[config.mk]
export PLATFORM = sky130hd
export DESIGN_NAME = lavm_prescale
export DESIGN_NICKNAME = d
export VERILOG_FILES = /design/src/sv/lavm_pkg.sv /design/src/sv/lavm_prescale.sv
export SDC_FILE = /design/constraint.sdc
export NUM_CORES = 2
export LEC_CHECK = 0
export ABC_AREA = 1
export ABC_CLOCK_PERIOD_IN_PS = 2140
export BUFFER_PORTS_ARGS = -buffer_cell sky130_fd_sc_hd__buf_2
export CORE_MARGIN = 2
export CORE_UTILIZATION = 50
export DETAILED_ROUTE_END_ITERATION = 8
export GPL_ROUTABILITY_DRIVEN = 1
export PLACE_DENSITY_LB_ADDON = 0.2
export SLEW_MARGIN = 20
export SYNTH_ARGS = -nofsm -noshare
export SYNTH_HDL_FRONTEND = slang
export SYNTH_SLANG_ARGS = --single-unit
[constraint.sdc]
create_clock -name clk_i -period 2.14 [get_ports clk_i]
set_input_delay 0.428 -clock clk_i [delete_from_list [all_inputs] [get_ports clk_i]]
set_output_delay 0.428 -clock clk_i [all_outputs]
set_load 0.03 [all_outputs]
[src/sv/lavm_pkg.sv]
// shared types, constants and helper functions for the look-at view matrix block
`timescale 1ns / 1ps

package lavm_pkg;

  localparam int VEC_W     = 64;
  localparam int NBYTE     = VEC_W / 8;
  localparam int MAG_W     = 31;
  localparam int TOP_POS   = MAG_W - 1;
  localparam int SQ_W      = 2 * MAG_W;
  localparam int LEN_W     = 32;
  localparam int AX_W      = 32;
  localparam int EYE_W     = 49;
  localparam int EYE_SPLIT = 24;
  localparam int PRD_W     = AX_W + EYE_W - EYE_SPLIT;
  localparam int DOT_W     = 84;
  localparam int COL_W     = 32;
  localparam int IN_W      = 32;
  localparam int PRE_LAT   = 4;

  localparam logic [1:0] ROW_LAST = 2'd3;

  typedef logic signed [VEC_W-1:0] vec_t;
  typedef logic signed [AX_W-1:0]  ax_t;
  typedef logic signed [EYE_W-1:0] eye_t;
  typedef logic signed [DOT_W:0]   wide_t;
  typedef logic [COL_W-1:0]        col_t;

  typedef struct packed {
    logic [2:0][MAG_W-1:0] mag;
    logic [2:0]            neg;
    logic                  nz;
  } pre_t;

  // pipeline depth of one normalize unit
  function automatic int norm_lat(input int frac);
    return frac + 41;
  endfunction

  // position of the highest set bit in a byte
  function automatic logic [2:0] hb8(input logic [7:0] b);
    logic [2:0] pos;
    pos = 3'd0;
    for (int k = 0; k < 8; k++) begin
      if (b[k]) begin
        pos = 3'(k);
      end
    end
    return pos;
  endfunction

  // clamp to the signed range of sb bits, keep the low column bits
  function automatic col_t sat_out(input wide_t x, input int unsigned sb);
    wide_t hi;
    wide_t lo;
    wide_t r;
    hi = (wide_t'(1) <<< (sb - 1)) - wide_t'(1);
    lo = -hi - wide_t'(1);
    if (x > hi) begin
      r = hi;
    end else if (x < lo) begin
      r = lo;
    end else begin
      r = x;
    end
    return r[COL_W-1:0];
  endfunction

endpackage

[src/sv/lavm_prescale.sv]
// magnitude prescale of a 3-vector into [2^30, 2^31), four register stages
`timescale 1ns / 1ps

module lavm_prescale (
  input  logic                     clk_i,
  input  logic                     rst_ni,
  input  logic                     valid_i,
  input  lavm_pkg::vec_t [2:0]     vec_i,
  output logic                     valid_o,
  output lavm_pkg::pre_t           pre_o
);

  logic [2:0] v_q;
  logic       out_v_q;

  logic [2:0][lavm_pkg::VEC_W-1:0] a_mag_d, a_mag_q, b_mag_q, c_mag_q;
  logic [2:0]                      a_neg_q, b_neg_q, c_neg_q;

  logic [lavm_pkg::VEC_W-1:0]        b_or;
  logic [lavm_pkg::NBYTE-1:0]        b_nz_d, b_nz_q;
  logic [lavm_pkg::NBYTE-1:0][2:0]   b_pos_d, b_pos_q;

  logic [5:0] c_top;
  logic       c_right_d, c_right_q;
  logic [5:0] c_amt_d, c_amt_q;
  logic       c_nz_d, c_nz_q;

  logic [2:0][lavm_pkg::VEC_W-1:0] d_sh;
  lavm_pkg::pre_t                  pre_d, pre_q;

  always_comb begin
    for (int i = 0; i < 3; i++) begin
      a_mag_d[i] = vec_i[i][lavm_pkg::VEC_W-1] ? (~vec_i[i] + 1'b1) : vec_i[i];
    end
  end

  always_comb begin
    b_or = a_mag_q[0] | a_mag_q[1] | a_mag_q[2];
    for (int j = 0; j < lavm_pkg::NBYTE; j++) begin
      b_nz_d[j]  = |b_or[8*j +: 8];
      b_pos_d[j] = lavm_pkg::hb8(b_or[8*j +: 8]);
    end
  end

  always_comb begin
    c_top = 6'd0;
    for (int j = 0; j < lavm_pkg::NBYTE; j++) begin
      if (b_nz_q[j]) begin
        c_top = {3'(j), b_pos_q[j]};
      end
    end
    c_nz_d    = |b_nz_q;
    c_right_d = c_top > 6'(lavm_pkg::TOP_POS);
    c_amt_d   = c_right_d ? (c_top - 6'(lavm_pkg::TOP_POS)) : (6'(lavm_pkg::TOP_POS) - c_top);
  end

  always_comb begin
    for (int i = 0; i < 3; i++) begin
      d_sh[i]         = c_right_q ? (c_mag_q[i] >> c_amt_q) : (c_mag_q[i] << c_amt_q);
      pre_d.mag[i]    = d_sh[i][lavm_pkg::MAG_W-1:0];
    end
    pre_d.neg = c_neg_q;
    pre_d.nz  = c_nz_q;
  end

  always_ff @(posedge clk_i or negedge rst_ni) begin
    if (!rst_ni) begin
      v_q     <= '0;
      out_v_q <= 1'b0;
    end else begin
      v_q     <= {v_q[1:0], valid_i};
      out_v_q <= v_q[2];
    end
  end

  always_ff @(posedge clk_i) begin
    a_mag_q   <= a_mag_d;
    a_neg_q   <= {vec_i[2][lavm_pkg::VEC_W-1], vec_i[1][lavm_pkg::VEC_W-1],
                  vec_i[0][lavm_pkg::VEC_W-1]};
    b_mag_q   <= a_mag_q;
    b_neg_q   <= a_neg_q;
    b_nz_q    <= b_nz_d;
    b_pos_q   <= b_pos_d;
    c_mag_q   <= b_mag_q;
    c_neg_q   <= b_neg_q;
    c_right_q <= c_right_d;
    c_amt_q   <= c_amt_d;
    c_nz_q    <= c_nz_d;
    pre_q     <= pre_d;
  end

  assign valid_o = out_v_q;
  assign pre_o   = pre_q;

endmodule

==> summary.md <==
| Metric | Value |
|---|---|
| Drt pass-1 iters | `9` |
| Clock skew | `0.06004 ns` |
| Setup WS post-layout | `-0.1330 ns` |
| Placed cells | `6,814` |
| GRT Overall Usage | `42.51%` |
| Layout cells sized above 1 | `17.14%` |
| CTS tree | `done` |
| H-tree level count | `3` |
| GR Overflow Total | `0` |
| Cell taking the most area after synthesis | `dfxtp_1` |
| Yosys top cell area share | `38.94%` |
| Die area | `76,430 um^2` |
| Final setup viols | `22` |
| RSZ-0062 raised after global routing | `yes` |
| Max_slew headroom | `47.78%` |
| Die Ht | `276.5 um` |
| YS warnings | `0` |
| Number of global-route vias before repair | `38,215` |
| DRT iter0 DRCs | `6,251` |
| Min Tclk post-route | `2.273 ns` |
| DRC viols | `2` |
| Pleak | `20.77 nW` |
| Hold WC Path Type | `in2reg` |
| Initial antenna violation count | `30` |
| Simple-gate share of the synthesized area | `39.64%` |
| Total chip power | `0.04236 W` |
| VDD IR-drop max | `734.2 uV` |
| PD cells | `932.8 nW/um^2` |
| Layout Cells excl Fill | `6,979` |
| Final WL | `168.2 mm` |
| Finished Cell Area | `45,410 um^2` |
| Vias per cell | `5.923` |
| RePlAce Congestion | `1.090` |
| Number of synthesized register bits | `726` |
| Clk pin slew, worst setup/hold paths | `0.07 ns` |
| Status | `finished, violations left` |
| Max frequency | `0.4399 GHz` |
| Area of the core | `73,210 um^2` |
| Post-synthesis mux area share | `0.2427%` |
| R2R setup slack | `-0.13 ns` |
| Most instantiated library cell after synthesis | `nand2_1` |
| Synthesized Nets | `5,660` |
| Largest family of logic cells by synthesized area | `simple AND/OR/NAND/NOR gates` |
| Top cells by area, synth | `dfxtp_1 39%, nand2_1 15%, nand3_1 15%, o21ai_0 3.6%, nor2_1 3.3%` |
| Post-Synth XOR/XNOR Area | `3.941%` |
| Crit end category | `flip-flop` |
| Layout Nets | `6,148` |
| Top_reg_cell synth | `dfxtp_1` |
| Syn Area/Cell | `6.799 um^2` |
| First-pass GRT wire length | `244.1 mm` |
| Largest net degree at the start of global routing | `150` |
| Worst-Skew Late Latency | `0.66 ns` |
| CTS Buf Count | `73` |
| Final ANT Viol Nets | `0` |
| Final hold vios | `0` |
| Largest fanout on the critical path | `28` |
| I/O Pins | `293` |
| Max Slew Vio Count | `0` |
| Startpoint Class | `flip-flop` |
| Cells after synthesis | `5,459` |
| Vias | `41,336` |
| Sinks on Clock Net | `726` |
| Netlist Area Pre-Place | `37,120 um^2` |
| Failing checks | `design-rule violations, negative setup slack` |
| Count of cell types in the netlist | `62` |
| HPWL after detailed placement | `135.1 mm` |
| Setup CP Type | `reg2reg` |
| Area post-placement | `42,150 um^2` |
| Layout area overhead | `22.35%` |
| Post-Synth Adder-Cell Area | `0.2023%` |
| WL/cell | `24.11 um` |
| Initial Util | `50.70%` |
| CP arrival | `2.80 ns` |
| Final worst-path cycle share | `106.2%` |
| Die Wd | `276.5 um` |
| Max-cap violations | `0` |
| Worst EP required | `2.67 ns` |
| I/O Buffers | `292` |
| Count of flip-flops with a built-in enable after synthesis | `0` |
| Compound-Gate Fraction of Synth Area | `9.810%` |
| Seq/Total Area, Yosys | `39.21%` |
| Async set-reset flop share out of synthesis | `0.5510%` |
| Longest Clk Path Bufs | `3` |
| # rows | `99` |
| Slew at the pin with the worst max-slew slack | `0.7834 ns` |
| CTS Root Cell | `clkbuf_16` |
| Post-synth top cells | `1,487 x nand2_1, 1,092 x nand3_1, 722 x dfxtp_1, 323 x nor2_1, 300 x inv_1` |
| Final core area utilization | `62.03%` |
## stage by stage
stage,TNS [ns],hold slack (ns),worst slack [ns]
final,-0.8410,0.01649,-0.1330
after global routing,-4.265,0.01299,-0.1596
after CTS,-0.01782,0.002644,-0.01771
after detailed placement,-3.419,0.2384,-0.2801
after global placement,-2.385,0.2325,-0.2492
after floorplan,0,0.1324,0.2983
## worst paths after layout
path | depth (start not counted) | startpoint | to
max | 10 | c_amt_q[0]$_DFF_P_ | pre_o[22]$_DFF_P_
min | 2 | vec_i[83] | a_mag_q[83]$_DFF_P_
max reg2reg | 10 | c_amt_q[0]$_DFF_P_ | pre_o[22]$_DFF_P_
min reg2reg | 0 | b_mag_q[97]$_DFF_P_ | c_mag_q[97]$_DFF_P_
max in group asynchronous | 2 | rst_ni | v_q[2]$_DFF_PN0_
min in group asynchronous | 2 | rst_ni | v_q[0]$_DFF_PN0_
## cell type report
class / count / area, um^2
fillers: 6597 / 27790
multi-input cells: 4114 / 20460
flip-flops and latches: 726 / 14580
repair buffers: 720 / 5379
clock buffers: 95 / 2009
well taps: 959 / 1200
inverters: 312 / 1194
clock inverters: 35 / 545.5
diodes: 18 / 45.04
## state kept, by name, summed over array words and instances, names as in the netlist
register and flops:
c_mag_q 192, c_amt_q 6, valid_o 1, c_right_q 1
a_neg_q 3, b_nz_q 8, pre_o 97, b_mag_q 192
b_pos_q 24, v_q 3, a_mag_q 192, b_neg_q 3
c_nz_q 1, c_neg_q 3
## kinds of logic (layout without fill, tap and decap cells)
kind of cell	Yosys count	count (layout)
mux	9	9
compound gates	631	631
simple gates	3301	3301
xor+xnor	167	167
buf+inv	619	1162
flops	726	726
fa+ha+maj	6	6
other cells	0	18
## cells in the final DEF (no fill, tap or decap), types with 52 or more instances in the layout
cell type and count:
nand4_1 102, nor2_1 317, buf_2 292, nand3_1 1057, buf_4 362, nor3_1 92, xor2_1 131, o21ai_0 226
nand2_1 1475, o211ai_1 92, or2_2 52, a21oi_1 89, dfxtp_1 714, o21ai_1 98, clkbuf_16 74, inv_1 298
## power by group
part	internal [W]	switching, W	total, W	leakage (nW)
clock	0.00777	0.00590	0.0137	1.24
combinational	0.00385	0.00807	0.0119	13.4
sequential	0.0152	0.00157	0.0168	6.12
## worst max-delay path, cell delays in order (launching register included)
cell and delay, ns:
dfxtp_4 0.46, inv_6 0.08, buf_12 0.17, o21ai_0 0.47, nand2_1 0.14, nand3_1 0.14, nand3_1 0.11, nand3_1 0.15
nand3_1 0.19, nand2_1 0.13, nand3b_1 0.09
## routing by layer
metal	wire, um	GRT usage (%)
met3	18370	10.25
met5	160	0
met1	63750	52.23
met4	13370	29.44
met2	72580	65.76
## timing repair
action | CTS | global route
endpoints found under the setup margin | 22 | 89
resized for setup | 27 | 135
pin swaps | 1 | 23
gates cloned | 0 | 1
buffers inserted | 2 | 2
hold buffers | 12 | 0
endpoints found under the hold margin | 15 | 0
Note: power is estimated with default switching activity, not from simulation.
